<file path="config.mk">
export PLATFORM = sky130hd
export DESIGN_NAME = http_chunked_decoder_flat
export DESIGN_NICKNAME = d
export VERILOG_FILES = /design/src/rtl/core/hcd_pkg.sv /design/src/rtl/core/hcd_if.sv /design/src/rtl/core/http_chunked_decoder.sv /design/src/rtl/core/hcd_in_reg.sv /design/src/rtl/core/hcd_core.sv /design/src/rtl/core/hcd_out_reg.sv /design/src/flat_wrapper.sv
export VERILOG_INCLUDE_DIRS = /design/src /design/src/rtl/core
export SDC_FILE = /design/constraint.sdc
export NUM_CORES = 1
export LEC_CHECK = 0
export BUFFER_PORTS_ARGS = -buffer_cell sky130_fd_sc_hd__buf_2
export CAP_MARGIN = 15
export CORE_AREA = 2 2 92 94
export DETAILED_ROUTE_END_ITERATION = 10
export DIE_AREA = 0 0 94 96
export PLACE_DENSITY = 0.8
export SYNTH_ARGS = -nofsm -noshare
export SYNTH_HDL_FRONTEND = slang
export SYNTH_SLANG_ARGS = --single-unit
</file>
<file path="constraint.sdc">
create_clock -name clk -period 5.8 [get_ports clk]
set_input_delay 0 -clock clk [delete_from_list [all_inputs] [get_ports clk]]
set_output_delay 0 -clock clk [all_outputs]
set_load 0.01 [all_outputs]
</file>
<file path="src/rtl/core/http_chunked_decoder_assert.svh">
// assertion macros for the chunked decoder
`ifndef HTTP_CHUNKED_DECODER_ASSERT_SVH
`define HTTP_CHUNKED_DECODER_ASSERT_SVH

// same-cycle implication, sampled on clk, off during reset
`define HCD_ASSERT_NOW(label, ante, cons, msg) \
	label: assert property (@(posedge clk) disable iff (!arst_n) (ante) |-> (cons)) \
		else $error(msg);

// next-cycle implication, sampled on clk, off during reset
`define HCD_ASSERT_NEXT(label, ante, cons, msg) \
	label: assert property (@(posedge clk) disable iff (!arst_n) (ante) |=> (cons)) \
		else $error(msg);

`endif

</file>
<file path="src/rtl/core/hcd_pkg.sv">
// shared types, constants and helpers for the chunked decoder
package hcd_pkg;

	localparam int SIZE_BITS_DEFAULT = 32;

	localparam logic [7:0] CH_CR    = 8'h0d;
	localparam logic [7:0] CH_LF    = 8'h0a;
	localparam logic [7:0] CH_SP    = 8'h20;
	localparam logic [7:0] CH_TAB   = 8'h09;
	localparam logic [7:0] CH_PLUS  = 8'h2b;
	localparam logic [7:0] CH_MINUS = 8'h2d;
	localparam logic [7:0] CH_ZERO  = 8'h30;
	localparam logic [7:0] CH_X_LO  = 8'h78;
	localparam logic [7:0] CH_X_UP  = 8'h58;

	// end status codes
	typedef enum logic [1:0] {
		ST_STOPPED  = 2'd0,
		ST_BOUNDARY = 2'd1,
		ST_IN_SIZE  = 2'd2,
		ST_TRUNC    = 2'd3
	} end_status_t;

	// input item
	typedef struct packed {
		logic       func;
		logic [7:0] data_byte;
	} hcd_item_t;

	// result item
	typedef struct packed {
		logic [7:0]  out_byte;
		logic        is_end;
		end_status_t end_status;
	} hcd_result_t;

	// hex digit decode: {is_hex, value}
	function automatic logic [4:0] hex_decode(input logic [7:0] c);
		logic [4:0] r;
		r = 5'd0;
		if (c >= 8'h30 && c <= 8'h39) begin
			r = {1'b1, 4'(c - 8'h30)};
		end else if (c >= 8'h61 && c <= 8'h66) begin
			r = {1'b1, 4'(c - 8'h57)};
		end else if (c >= 8'h41 && c <= 8'h46) begin
			r = {1'b1, 4'(c - 8'h37)};
		end
		return r;
	endfunction

endpackage

</file>
<file path="src/rtl/core/hcd_if.sv">
// stream channel interfaces for the chunked decoder

// input channel: body bytes and end marker
interface hcd_in_if;
	logic       valid;
	logic       ready;
	logic       func;
	logic [7:0] data_byte;

	modport source (output valid, output func, output data_byte, input ready);
	modport sink (input valid, input func, input data_byte, output ready);
endinterface

// output channel: payload bytes and end status
interface hcd_out_if;
	logic       valid;
	logic       ready;
	logic [7:0] out_byte;
	logic       is_end;
	logic [1:0] end_status;

	modport source (output valid, output out_byte, output is_end, output end_status,
		input ready);
	modport sink (input valid, input out_byte, input is_end, input end_status,
		output ready);
endinterface

</file>
<file path="src/rtl/core/http_chunked_decoder.sv">
// chunked transfer decoder top level
//
//   channel | dir | contents
//   in      | in  | func, data_byte (body byte or end marker)
//   out     | out | out_byte, is_end, end_status
//
// one item per cycle sustained while results are not stalled; an item passes
// the input register and then the result register around the parse logic.
// arst_n clears all parse state to the start of a size line.
// a stalled result holds the item in the input register, which then drops
// in.ready; items that give no result never wait on the output side.
`include "http_chunked_decoder_assert.svh"

module http_chunked_decoder
	import hcd_pkg::*;
#(
	parameter int SIZE_BITS = SIZE_BITS_DEFAULT
) (
	input logic        clk,
	input logic        arst_n,
	hcd_in_if.sink     in,
	hcd_out_if.source  out
);

	hcd_item_t   in_item;
	hcd_item_t   item_s1;
	logic        valid_s1;
	logic        advance;
	logic        res_valid;
	hcd_result_t res;
	logic        load_ready;
	hcd_result_t out_res;

	assign in_item = '{func: in.func, data_byte: in.data_byte};

	// item leaves stage one when its result, if any, has room
	assign advance = valid_s1 && (!res_valid || load_ready);

	hcd_in_reg u_in_reg (
		.clk      (clk),
		.arst_n   (arst_n),
		.in_valid (in.valid),
		.in_ready (in.ready),
		.in_item  (in_item),
		.advance  (advance),
		.valid_s1 (valid_s1),
		.item_s1  (item_s1)
	);

	hcd_core #(
		.SIZE_BITS (SIZE_BITS)
	) u_core (
		.clk        (clk),
		.arst_n     (arst_n),
		.item_valid (valid_s1),
		.item       (item_s1),
		.step       (advance),
		.res_valid  (res_valid),
		.res        (res)
	);

	hcd_out_reg u_out_reg (
		.clk        (clk),
		.arst_n     (arst_n),
		.load       (advance && res_valid),
		.load_ready (load_ready),
		.load_res   (res),
		.out_valid  (out.valid),
		.out_ready  (out.ready),
		.out_res    (out_res)
	);

	assign out.out_byte   = out_res.out_byte;
	assign out.is_end     = out_res.is_end;
	assign out.end_status = out_res.end_status;

	// checks
	`HCD_ASSERT_NOW(a_end_byte_zero, out.valid && out.is_end, out.out_byte == 8'd0, "end result carries data")
	`HCD_ASSERT_NOW(a_payload_status, out.valid && !out.is_end, out.end_status == ST_STOPPED, "payload result carries status")
	`HCD_ASSERT_NEXT(a_stall_holds, valid_s1 && !advance, valid_s1 && $stable(item_s1), "stalled item lost")

endmodule

</file>
<file path="src/rtl/core/hcd_in_reg.sv">
// input register stage
module hcd_in_reg
	import hcd_pkg::*;
(
	input  logic      clk,
	input  logic      arst_n,
	input  logic      in_valid,
	output logic      in_ready,
	input  hcd_item_t in_item,
	input  logic      advance,
	output logic      valid_s1,
	output hcd_item_t item_s1
);

	// take a new item when empty or when the held one moves on
	assign in_ready = !valid_s1 || advance;

	// valid flag
	always_ff @(posedge clk or negedge arst_n) begin
		if (!arst_n) begin
			valid_s1 <= 1'b0;
		end else if (in_ready) begin
			valid_s1 <= in_valid;
		end
	end

	// payload
	always_ff @(posedge clk) begin
		if (in_ready && in_valid) begin
			item_s1 <= in_item;
		end
	end

endmodule

</file>
<file path="src/rtl/core/hcd_core.sv">
// chunked parse state and per-byte result logic
module hcd_core
	import hcd_pkg::*;
#(
	parameter int SIZE_BITS = SIZE_BITS_DEFAULT
) (
	input  logic        clk,
	input  logic        arst_n,
	input  logic        item_valid,
	input  hcd_item_t   item,
	input  logic        step,
	output logic        res_valid,
	output hcd_result_t res
);

	typedef enum logic [2:0] {
		PH_START, PH_LEAD, PH_NUM, PH_REST, PH_DATA, PH_TRAIL1, PH_TRAIL2, PH_STOPPED
	} phase_t;

	phase_t               phase_q, phase_n;
	logic [SIZE_BITS-1:0] count_q, count_n;
	logic                 neg_q, neg_n;
	logic [1:0]           prefix_q, prefix_n;
	logic                 digit_q, digit_n;
	logic                 cr_q, cr_n;

	logic [7:0]           c;
	logic [4:0]           hex;
	logic                 is_hex;
	logic                 sat;
	logic [SIZE_BITS-1:0] count_dig;
	logic [SIZE_BITS-1:0] count_dec;

	assign c         = item.data_byte;
	assign hex       = hex_decode(c);
	assign is_hex    = hex[4];
	// saturating shift-in of one hex digit
	assign sat       = |count_q[SIZE_BITS-1 -: 4];
	assign count_dig = sat ? '1 : {count_q[SIZE_BITS-5:0], hex[3:0]};
	assign count_dec = count_q - SIZE_BITS'(1);

	// next state and result
	always_comb begin
		phase_n   = phase_q;
		count_n   = count_q;
		neg_n     = neg_q;
		prefix_n  = prefix_q;
		digit_n   = digit_q;
		cr_n      = cr_q;
		res_valid = 1'b0;
		res       = '{out_byte: 8'd0, is_end: 1'b0, end_status: ST_STOPPED};

		if (item.func) begin
			// end marker: report where the stream stopped and start over
			res_valid = item_valid;
			res.is_end = 1'b1;
			unique case (phase_q)
				PH_STOPPED:                        res.end_status = ST_STOPPED;
				PH_START, PH_TRAIL1, PH_TRAIL2:    res.end_status = ST_BOUNDARY;
				PH_DATA:                           res.end_status = ST_TRUNC;
				default:                           res.end_status = ST_IN_SIZE;
			endcase
			phase_n  = PH_START;
			count_n  = '0;
			neg_n    = 1'b0;
			prefix_n = 2'd0;
			digit_n  = 1'b0;
			cr_n     = 1'b0;
		end else begin
			unique case (phase_q)
				PH_DATA: begin
					res_valid    = item_valid;
					res.out_byte = c;
					count_n      = count_dec;
					if (count_dec == '0) begin
						phase_n = PH_TRAIL1;
					end
				end
				PH_TRAIL1: begin
					phase_n = PH_TRAIL2;
				end
				PH_TRAIL2: begin
					phase_n  = PH_START;
					count_n  = '0;
					neg_n    = 1'b0;
					prefix_n = 2'd0;
					digit_n  = 1'b0;
					cr_n     = 1'b0;
				end
				PH_STOPPED: begin
					phase_n = PH_STOPPED;
				end
				default: begin
					if (cr_q && c == CH_LF) begin
						// end of size line: judge the size
						if (!digit_q || count_q == '0 || neg_q) begin
							phase_n = PH_STOPPED;
						end else begin
							phase_n = PH_DATA;
						end
						neg_n    = 1'b0;
						prefix_n = 2'd0;
						digit_n  = 1'b0;
						cr_n     = 1'b0;
					end else begin
						cr_n = (c == CH_CR);
						if (phase_q == PH_START || phase_q == PH_LEAD) begin
							if (c == CH_SP || c == CH_TAB) begin
								phase_n = PH_LEAD;
							end else if (c == CH_PLUS || c == CH_MINUS) begin
								neg_n   = (c == CH_MINUS);
								phase_n = PH_NUM;
							end else if (is_hex) begin
								prefix_n = (c == CH_ZERO) ? 2'd1 : 2'd2;
								count_n  = count_dig;
								digit_n  = 1'b1;
								phase_n  = PH_NUM;
							end else begin
								phase_n = PH_REST;
							end
						end else if (phase_q == PH_NUM) begin
							if (prefix_q == 2'd1 && (c == CH_X_LO || c == CH_X_UP)) begin
								prefix_n = 2'd2;
							end else if (is_hex) begin
								if (prefix_q == 2'd0) begin
									prefix_n = (c == CH_ZERO) ? 2'd1 : 2'd2;
								end else begin
									prefix_n = 2'd2;
								end
								count_n = count_dig;
								digit_n = 1'b1;
							end else begin
								phase_n = PH_REST;
							end
						end
					end
				end
			endcase
		end
	end

	// state registers
	always_ff @(posedge clk or negedge arst_n) begin
		if (!arst_n) begin
			phase_q  <= PH_START;
			count_q  <= '0;
			neg_q    <= 1'b0;
			prefix_q <= 2'd0;
			digit_q  <= 1'b0;
			cr_q     <= 1'b0;
		end else if (step) begin
			phase_q  <= phase_n;
			count_q  <= count_n;
			neg_q    <= neg_n;
			prefix_q <= prefix_n;
			digit_q  <= digit_n;
			cr_q     <= cr_n;
		end
	end

endmodule

</file>
<file path="src/rtl/core/hcd_out_reg.sv">
// result register stage
module hcd_out_reg
	import hcd_pkg::*;
(
	input  logic        clk,
	input  logic        arst_n,
	input  logic        load,
	output logic        load_ready,
	input  hcd_result_t load_res,
	output logic        out_valid,
	input  logic        out_ready,
	output hcd_result_t out_res
);

	logic        valid_q;
	hcd_result_t res_q;

	// free when empty or when the held result transfers this cycle
	assign load_ready = !valid_q || out_ready;
	assign out_valid  = valid_q;
	assign out_res    = res_q;

	// valid flag
	always_ff @(posedge clk or negedge arst_n) begin
		if (!arst_n) begin
			valid_q <= 1'b0;
		end else if (load_ready) begin
			valid_q <= load;
		end
	end

	// payload
	always_ff @(posedge clk) begin
		if (load_ready && load) begin
			res_q <= load_res;
		end
	end

endmodule
</file>
<file path="src/flat_wrapper.sv">
// flat-port wrapper written by rule: the top's interface ports become plain ports
module http_chunked_decoder_flat import hcd_pkg::*;
#(
	parameter int SIZE_BITS = SIZE_BITS_DEFAULT
)
  (clk, arst_n, in_valid, in_func, in_data_byte, in_ready, out_valid, out_out_byte, out_is_end, out_end_status, out_ready);
  hcd_in_if in_i ();
  hcd_out_if out_i ();
  input logic clk;
  input logic arst_n;
  input wire logic [$bits(in_i.valid)-1:0] in_valid;
  input wire logic [$bits(in_i.func)-1:0] in_func;
  input wire logic [$bits(in_i.data_byte)-1:0] in_data_byte;
  output wire logic [$bits(in_i.ready)-1:0] in_ready;
  output wire logic [$bits(out_i.valid)-1:0] out_valid;
  output wire logic [$bits(out_i.out_byte)-1:0] out_out_byte;
  output wire logic [$bits(out_i.is_end)-1:0] out_is_end;
  output wire logic [$bits(out_i.end_status)-1:0] out_end_status;
  input wire logic [$bits(out_i.ready)-1:0] out_ready;
  assign in_i.valid = in_valid;
  assign in_i.func = in_func;
  assign in_i.data_byte = in_data_byte;
  assign in_ready = in_i.ready;
  assign out_valid = out_i.valid;
  assign out_out_byte = out_i.out_byte;
  assign out_is_end = out_i.is_end;
  assign out_end_status = out_i.end_status;
  assign out_i.ready = out_ready;
  http_chunked_decoder #(.SIZE_BITS(SIZE_BITS)) u_core (.clk(clk), .arst_n(arst_n), .in(in_i), .out(out_i));
endmodule
</file>
==> reports/qor.txt, run 1 <==
Status: finished clean
Pin count of the biggest net entering global routing: 53
Synth cell types: 70
Top_reg_cell synth: dfrtp_1
Reg clk slew, reported paths: 0.08 ns
Clock skew: 0.00926 ns
Leakage: 0.00185 uW
Synthesized area per cell: 8.53 um2
Boundary Pins: 26
Post-synth top area share: 25.1%
Initial Utilization: 51.9%
Placer Congestion: 0.932
Max Fanout on Critical Path: 9
Global-route wire length before repair: 19.1 mm
Register-to-Register Path Depth: 7
Top post-synthesis cells by count: nor2_1 (54), o21ai_0 (53), dfrtp_1 (42)
Post-Synthesis Cells: 490
Nets@finish: 522
Core area: 8050 um2
Max Freq: 0.311 GHz
Diode count: 0
Final hold slack: 0.329 ns
Most frequent cell after synthesis: nor2_1
Yosys warnings: 0
CTS tree: done
Maximum VDD drop: 0.000153 V
HPWL after DPL: 7.49 mm
Setup Crit Path Kind: flop to flop
GR peak layer: met2
Fin Setup TNS: 0 ns
CP Launch Type: flop
Sw frac: 41.9%
Num CTS Buffers: 9
Synthesis-stage register bit count: 62
HP Class: input port to asynchronous set/reset pin
Residual DRC: 0
Int Power: 1020 uW
Num rows: 33
Synthesized net count: 509
Cell taking the most area after synthesis: dfrtp_1
Switch Pwr: 732 uW
Seq/Total Area, Yosys: 39.5%
Met1 usage: 37.4%
Clock share of power: 25.0%
Vias: 4078
Area growth syn-to-layout: 11.1%
Die width: 94 um
Met2 GRT Util: 41.7%
Clk sinks: 62
Initial antenna violation count: 0
M3 GR Usage: 5.01%
Main area contributors after synthesis: dfrtp_1 (25%), edfxtp_1 (14%), o21ai_0 (6.3%), nor2_1 (4.8%), a21oi_1 (3.5%)
Relative slew margins: 25.5%
Avg WL per Cell: 19.1 um
Routed WL: 11.7 mm
Worst-Margin Slew: 1.12 ns
Max Cap Viol: 0
RSZ-0062 raised after global routing: false
IO buf count: 25
Vias per std cell: 6.65
Share of cells above drive strength 1: 12.6%
Period utilisation layout: 55.4%
Final hold viol count: 0
GRT Residual Overflow: 0
Cell Area, Synth: 4180 um2
DR pass1 iterations: 5
Vias in the first global route: 3878
Critical Path RT: 6.05 ns
Max Slew Vio Count: 0
Comb power frac: 36.5%
Post-synth ARST share: 67.7%
Final setup violation count: 0
Fin crit period: 3.21 ns
Reg power frac: 38.4%
CTS max path bufs: 2
Post-synth EDFFs: 20
Chip Height: 96 um
CTS root buffer: clkbuf_8
Clk Latency, worst-skew pair: 0.36 ns
Total GRT Usage: 27.1%
Pwr dens: 376 nW/um2
Detail Route Antenna Nets: 0
H-tree depth: 3
CP Capture Type: flop
Initial DRC Count: 540
Arrival @ worst endpoint: 3.46 ns
Die area: 9020 um2
## repair_timing
| item | in CTS | in global routing |
|---|---|---|
| setup buffers | 0 | 0 |
| hold endpoints to repair | 53 | 0 |
| resized for setup | 0 | 0 |
| hold buffers | 12 | 0 |
| endpoints found under the setup margin | 0 | 0 |
## stage by stage
step | util, % | instance area [um2] | total power, uW | instances | setup slack [ns]
3_3_place_gp | 53.5 | 4300 | 1260 | 585 | 2.71
2_1_floorplan | - | 4180 | 1140 | 490 | 2.95
4_1_cts | 57.7 | 4650 | 1730 | 613 | 2.67
5_1_grt | 57.7 | 4650 | 1840 | 613 | 2.42
6_report | 57.7 | 4650 | 1750 | 613 | 2.59
3_5_place_dp | 53.5 | 4300 | 1290 | 585 | 2.68
## cells by family (layout without fill, tap and decap cells)
kind of cell | count (synthesis) | after routing | synth area share, %
AOI/OAI and AO/OA | 152 | 152 | 23.4
xor gates and xnor gates | 14 | 14 | 2.93
adders and majority gates | 6 | 6 | 1.80
buffers and inverters | 51 | 69 | 5.24
DFF | 62 | 62 | 39.5
muxes | 5 | 5 | 1.50
and+or+nand+nor | 200 | 200 | 25.6
## area by class of cell
class                   count  area, um2
inverters                  10       37.5
fillers                   725       3410
clock inverters             7       97.6
well taps                 105        131
repair buffers             43        290
flip-flops and latches     62       1650
clock buffers               9        124
multi-input cells         377       2310
## routing by layer
metal,wire length (um),vias up,share of wire [%]
met4,315,0,2.7
met5,0,-,0
li1,-,1868,-
met3,871,41,7.4
met2,5370,200,46
met1,5170,1969,44
## final timing paths
kind                                             from  slack (ns)                           to
max                          u_core.u_core.count_q[3]        2.59     u_core.u_core.phase_q[0]
min                                            arst_n        0.33    u_core.u_core.count_q[11]
min reg2reg                u_core.u_in_reg.item_s1[8]        0.46  u_core.u_out_reg.out_res[2]
min in group clk                      in_data_byte[3]        0.35   u_core.u_in_reg.item_s1[3]
max in group asynchronous                      arst_n        4.87    u_core.u_core.count_q[21]
max reg2reg                  u_core.u_core.count_q[3]        2.59     u_core.u_core.phase_q[0]
## power groups by stage
| stage | Clock [uW] | Combinational [uW] | Sequential (uW) |
|---|---|---|---|
| finish | 437 | 639 | 672 |
| CTS | 440 | 625 | 664 |
| detailed placement | 0 | 614 | 672 |
| global route | 458 | 702 | 683 |
| floorplan | 0 | 528 | 610 |
| global placement | 0 | 597 | 667 |
## registers in the layout, indices dropped and copies added, names as in the netlist
register                    count
u_core.u_core.count_q          32
u_core.u_out_reg.out_res       11
u_core.u_in_reg.item_s1         9
u_core.u_core.phase_q           3
u_core.u_core.prefix_q          2
u_core.u_core.cr_q              1
u_core.u_core.digit_q           1
u_core.u_core.neg_q             1
u_core.u_in_reg.valid_s1        1
u_core.u_out_reg.out_valid      1
## cell usage in the layout, fill, tap and decap left out, types with 7 or more instances in the layout
cell type / instances
or3_1: 11
nor3_1: 26
dfrtp_1: 42
buf_2: 25
nand3_1: 10
edfxtp_1: 20
clkbuf_8: 9
dlygate4sd3_1: 12
o211ai_1: 7
and3_1: 9
a21oi_1: 29
o31ai_1: 18
o41ai_1: 7
or4_1: 8
nand2_1: 27
inv_1: 10
nor2_1: 54
o21ai_0: 53
nor4_1: 14
xnor2_1: 9
## critical path, cell delays in order (launching register included)
cell and delay, ns:
dfrtp_1 0.47, or4_4 0.62, nor3_1 0.78, nand4_1 0.21
xnor2_1 0.20, nor4_1 0.27, a31o_2 0.24, mux2_4 0.30
No activity file was read; power rests on OpenSTA's default activity.
==> run 2: changes to the inputs <==
Settings changed: ABC_AREA set to 1, CORE_AREA 2 2 92 94 to 2 2 93 95, DIE_AREA 0 0 94 96 to 0 0 95 97.
Clock period 5.8 ns to 3.3 ns, I/O delays scaled along.
==> run 2 against run 1 <==
  * Sequential share of layout area decreased by 1.2 points
  * Synthesized cell count increased by 22%
  * Final area increased by 3.4%
  * Total power increased by 9.5%
  * Hold slack improved by 0.017 ns
  * Area after synthesis increased by 2.2%
  * Sequential power increased by 28%
  * Largest cell class unchanged
==> reports/qor.txt, run 2 <==
Sw frac: 31.8%
Final hold viol count: 0
Fin area: 4800 um2
Final core occ: 59.1%
Register-to-Register Path Depth: 13
Pin count of the biggest net entering global routing: 43
Main area contributors after synthesis: dfrtp_1 (25%), edfxtp_1 (14%), nand2_1 (12%), nor2_1 (7.7%), o22ai_1 (6.3%)
Nets@finish: 658
Num rows: 33
Synthesized net count: 619
Max Fanout on Critical Path: 35
Met1 usage: 34.1%
Relative slew margins: 34.3%
DP Cell Count: 721
Synth cell types: 39
HP Class: input port to asynchronous set/reset pin
RSZ-0062 raised after global routing: false
Area growth syn-to-layout: 12.4%
Share of cells above drive strength 1: 13.5%
Seq/Total Area, Yosys: 38.7%
Total GRT Usage: 27.0%
Initial antenna violation count: 0
Yosys warnings: 0
Initial DRC Count: 381
CP Launch Type: flop
Chip Height: 97 um
CTS max path bufs: 2
GR peak layer: met2
Die area: 9220 um2
Post-synth EDFFs: 20
Maximum VDD drop: 0.000240 V
Fin crit period: 2.48 ns
CP Capture Type: flop
Period utilisation layout: 75.1%
Post-Synthesis Cells: 600
Reg clk slew, reported paths: 0.08 ns
Clock share of power: 35.7%
Pwr dens: 399 nW/um2
Most frequent cell after synthesis: nand2_1
Top_reg_cell synth: dfrtp_1
H-tree depth: 3
Global-route wire length before repair: 19.9 mm
Commonest non-fill, non-tap cell in the layout: nand2_1
Core area: 8130 um2
IO buf count: 25
Vias in the first global route: 4200
Max Slew Vio Count: 0
Detail Route Antenna Nets: 0
Vias: 4387
Reg power frac: 44.9%
Num CTS Buffers: 9
Avg WL per Cell: 15.8 um
Reg with most FFs: u_core.u_core.count_q
Placer Congestion: 1.01
Die width: 95 um
Final Non-Filler Cells: 749
Arrival @ worst endpoint: 2.75 ns
Max Freq: 0.404 GHz
Most frequent cells in the layout: nand2_1 (137), nor2_1 (88), inv_1 (60)
Comb power frac: 19.5%
Final setup violation count: 0
Clk sinks: 62
Post-synth top area share: 24.6%
Residual DRC: 0
Dpl cell area: 4490 um2
GRT Residual Overflow: 0
CTS root buffer: clkbuf_8
Diode count: 0
Setup Crit Path Kind: flop to flop
Max Cap Viol: 0
DR pass1 iterations: 5
Vias per std cell: 5.86
Worst-Margin Slew: 0.985 ns
Leakage: 0.00238 uW
R2R setup slack: 0.82 ns
# resized after CTS: 0
Clock skew: 0.0118 ns
Routed WL: 11.9 mm
Synthesized area per cell: 7.12 um2
Initial Utilization: 52.5%
Final hold slack: 0.346 ns
Hold-fix buffers, CTS: 12
Post-synth ARST share: 67.7%
Max reg flops: 32
Synthesis-stage register bit count: 62
Cell taking the most area after synthesis: dfrtp_1
Boundary Pins: 26
Switch Pwr: 609 uW
Met2 GRT Util: 45.7%
CTS tree: done
Int Power: 1310 uW
Fin Setup TNS: 0 ns
Status: finished clean
Cell Area, Synth: 4270 um2
HPWL after DPL: 8.33 mm
Setup Fix Bufs, Post-CTS: 0
Top post-synthesis cells by count: nand2_1 (137), nor2_1 (88), inv_1 (60)
M3 GR Usage: 4.67%
Clk Latency, worst-skew pair: 0.35 ns
Critical Path RT: 3.58 ns
[run 2: layer usage]
| metal | wire length (um) | vias up |
|---|---|---|
| met5 | 0 | - |
| met4 | 398 | 0 |
| met3 | 752 | 44 |
| met2 | 5750 | 189 |
| met1 | 4960 | 2056 |
| li1 | - | 2098 |
[run 2: kinds of logic after synthesis]
logic type,synth area share [%]
compound gates,16.5
fa+ha+maj,1.76
buf+inv,7.96
simple gates,33.5
flops,38.7
xor+xnor,1.64
[run 2: path summary, 6_finish.rpt]
kind,endpoint,start
setup / recovery,u_core.u_core.count_q[1],u_core.u_in_reg.item_s1[0]
hold / removal,u_core.u_core.count_q[7],arst_n
setup reg to reg,u_core.u_core.count_q[1],u_core.u_in_reg.item_s1[0]
hold reg to reg,u_core.u_core.prefix_q[0],u_core.u_core.prefix_q[0]
max in group asynchronous,u_core.u_core.count_q[22],arst_n
min in group clk,u_core.u_in_reg.item_s1[0],in_data_byte[0]
[run 2: metrics by stage]
stage	worst slack, ns	total power [uW]
after detailed placement	0.926	1230
final	0.823	1920
after CTS	0.861	1920
after global routing	0.567	2000
after global placement	0.918	1220
after floorplan	1.29	1130
[run 2: final cells by class]
| class | count | area [um2] |
|---|---|---|
| repair buffers | 41 | 275 |
| well taps | 105 | 131 |
| clock buffers | 10 | 128 |
| fillers | 731 | 3330 |
| multi-input cells | 454 | 2280 |
| flip-flops and latches | 62 | 1650 |
| inverters | 71 | 267 |
| clock inverters | 6 | 70.1 |
[run 2: worst max-delay path, stage by stage (launching register included)]
cell,delay (ns)
edfxtp_1,0.46
inv_1,0.21
ha_1,0.24
nand2_1,0.09
nand3_1,0.10
nand4_2,0.15
nand2_2,0.16
inv_2,0.06
nand2_1,0.07
nand2_1,0.09
a21oi_4,0.11
buf_4,0.38
nand3_1,0.16
o21ai_0,0.11
[run 2: power groups by stage]
stage          logic (uW)  registers, uW  clock network, uW
2_1_floorplan         260            871                  0
3_3_place_gp          347            872                  0
3_5_place_dp          354            874                  0
4_1_cts               368            858                691
5_1_grt               415            864                725
6_report              373            859                683
==> run 3: changes to the inputs <==
Clock period 3.3 ns to 2.4 ns, I/O delays scaled along.
==> run 3 against run 2 <==
  * Combinational power up 45%
  * Register-to-register slack lost 0.66 ns
  * Global-route usage grew 1.1 points
  * Hold slack lost 0.0087 ns
  * Via count rose by 1.8%
  * Clock skew decreased by 0.0033 ns
  * Sequential share of layout area fell by 1.1 points
  * Routed wire length grew 3.3%
  * Core utilization rose by 2.0 points
  * Non-clock buffer count rose by 9
  * Total power increased by 46%
  * Largest cell class unchanged
==> reports/qor.txt, run 3 (synthesized netlist as in run 2, its figures left out) <==
Most frequent CP cell: nand2_1
Commonest non-fill, non-tap cell in the layout: nand2_1
Nets@finish: 667
Period utilisation layout: 93.3%
Placer Congestion: 0.918
Initial DRC Count: 450
Reg with most FFs: u_core.u_core.count_q
Final hold viol count: 0
GRT Residual Overflow: 0
Critical Path RT: 2.65 ns
Arrival @ worst endpoint: 2.49 ns
DP Worst Slack: 0.0844 ns
HPWL after DPL: 8.51 mm
Layout fillers: 702
Initial Utilization: 52.5%
Setup Crit Path Kind: flop to flop
Max reg flops: 32
Residual DRC: 0
Clock skew: 0.00850 ns
Core area: 8130 um2
Vias per std cell: 5.89
CP Capture Type: flop
Routed WL: 12.3 mm
Clock share of power: 38.4%
Final setup violation count: 0
Global-route wire length before repair: 20.4 mm
Reg power frac: 42.3%
Max Cap Viol: 0
CTS tree: done
Pwr dens: 563 nW/um2
Final core occ: 61.0%
CTS max path bufs: 2
Crit path cell chain: inv_1 -> ha_4 -> nand2_1 -> nor2_4 -> nand2_1 -> nand2_1 -> nand4_1 -> nor2_1 -> nand2_1 -> nor2_1 -> nand2_1 -> nand2_2 -> nand2_2 -> nand2_1 -> nand2_1
Die area: 9220 um2
H-tree depth: 3
Setup WS post-layout: 0.161 ns
Int Power: 1910 uW
Avg WL per Cell: 16.2 um
CTS root buffer: clkbuf_8
DP Cell Count: 727
Total GRT Usage: 28.1%
Detail Route Antenna Nets: 0
Share of cells above drive strength 1: 16.5%
Most frequent cells in the layout: nand2_1 (136), nor2_1 (85), inv_1 (58)
Clk sinks: 62
Pin count of the biggest net entering global routing: 43
Switch Pwr: 883 uW
Comb power frac: 19.4%
Max Slew Vio Count: 0
HP Class: input port to asynchronous set/reset pin
Vias in the first global route: 4313
Reg clk slew, reported paths: 0.08 ns
Final hold slack: 0.337 ns
Total chip power: 2800 uW
Leakage: 0.00244 uW
Sw frac: 31.6%
Maximum VDD drop: 0.000401 V
Num CTS Buffers: 9
Diode count: 0
CP Launch Type: flop
Max Freq: 0.447 GHz
Relative slew margins: 32.6%
Boundary Pins: 26
Fin crit period: 2.24 ns
Area growth syn-to-layout: 16.2%
Die width: 95 um
Final Non-Filler Cells: 758
DR pass1 iterations: 5
Worst-Margin Slew: 1.01 ns
Num rows: 33
Initial antenna violation count: 0
Vias: 4464
Chip Height: 97 um
Status: finished clean
CP max stage delay: 0.42 ns
Slowest CP cell: dfrtp_1
Clk Latency, worst-skew pair: 0.37 ns
Max Fanout on Critical Path: 5
IO buf count: 25
==> run 3: changes by cell type in the layout (fill, tap and decap cells not counted), sizes merged <==
cell	before	now
clkinv	5	3
buf	29	38
clkbuf	10	9
bufinv	1	2
clkinvlp	0	2
==> run 3: final timing paths <==
check	slack, ns	endpoint	startpoint	cells past startpoint
max	0.16	u_core.u_core.phase_q[2]	u_core.u_core.count_q[0]	15
min	0.34	u_core.u_core.count_q[13]	arst_n	2
max reg2reg	0.16	u_core.u_core.phase_q[2]	u_core.u_core.count_q[0]	15
min reg2reg	0.54	u_core.u_core.prefix_q[1]	u_core.u_core.prefix_q[1]	2
max in group asynchronous	1.42	u_core.u_core.count_q[30]	arst_n	2
min in group clk	0.34	u_core.u_in_reg.item_s1[3]	in_data_byte[3]	2
==> run 3: critical path, delay by kind of cell (launching register included) <==
| kind | cells | cell delay, ns |
|---|---|---|
| DFF | 1 | 0.42 |
| and+or+nand+nor | 13 | 1.37 |
| adders and majority gates | 1 | 0.19 |
| buffers and inverters | 1 | 0.13 |
==> run 3: final cells by class <==
class / count / area [um2] / share of cell area [%]
sequential: 62 / 1650 / 33.3
clock buffer: 9 / 124 / 2.50
tap: 105 / 131 / 2.65
timing repair buffer: 50 / 359 / 7.23
inverter: 71 / 267 / 5.37
multi-input combinational: 454 / 2330 / 47.0
clock inverter: 7 / 97.6 / 1.97
==> run 3: metal layers <==
layer | vias to the layer above | share of wire [%] | global-route usage (%)
li1 | 2113 | - | -
met1 | 2108 | 40 | 36.3
met3 | 24 | 7.5 | 4.75
met5 | - | 0 | 0
met4 | 0 | 1.9 | 9.81
met2 | 219 | 51 | 47.1
==> run 3: what timing repair did <==
action / 4_1_cts / 5_1_grt
endpoints found under the hold margin: 53 / 0
setup endpoints to repair: 0 / 29
buffers inserted: 0 / 3
gates resized for setup: 0 / 16
hold buffers: 12 / 0
==> run 3: through the flow <==
stage,cell area (um2),setup TNS (ns)
after floorplan,4270,0
after global placement,4540,0
after detailed placement,4540,0
after CTS,4880,0
after global routing,4960,-0.0222
final,4960,0
==> run 3: power by group through the flow <==
stage / Combinational (uW) / Sequential (uW) / Clock [uW]
floorplan: 357 / 1200 / 0
global placement: 484 / 1200 / 0
detailed placement: 495 / 1200 / 0
CTS: 515 / 1180 / 1070
global route: 604 / 1190 / 1130
finish: 541 / 1180 / 1070
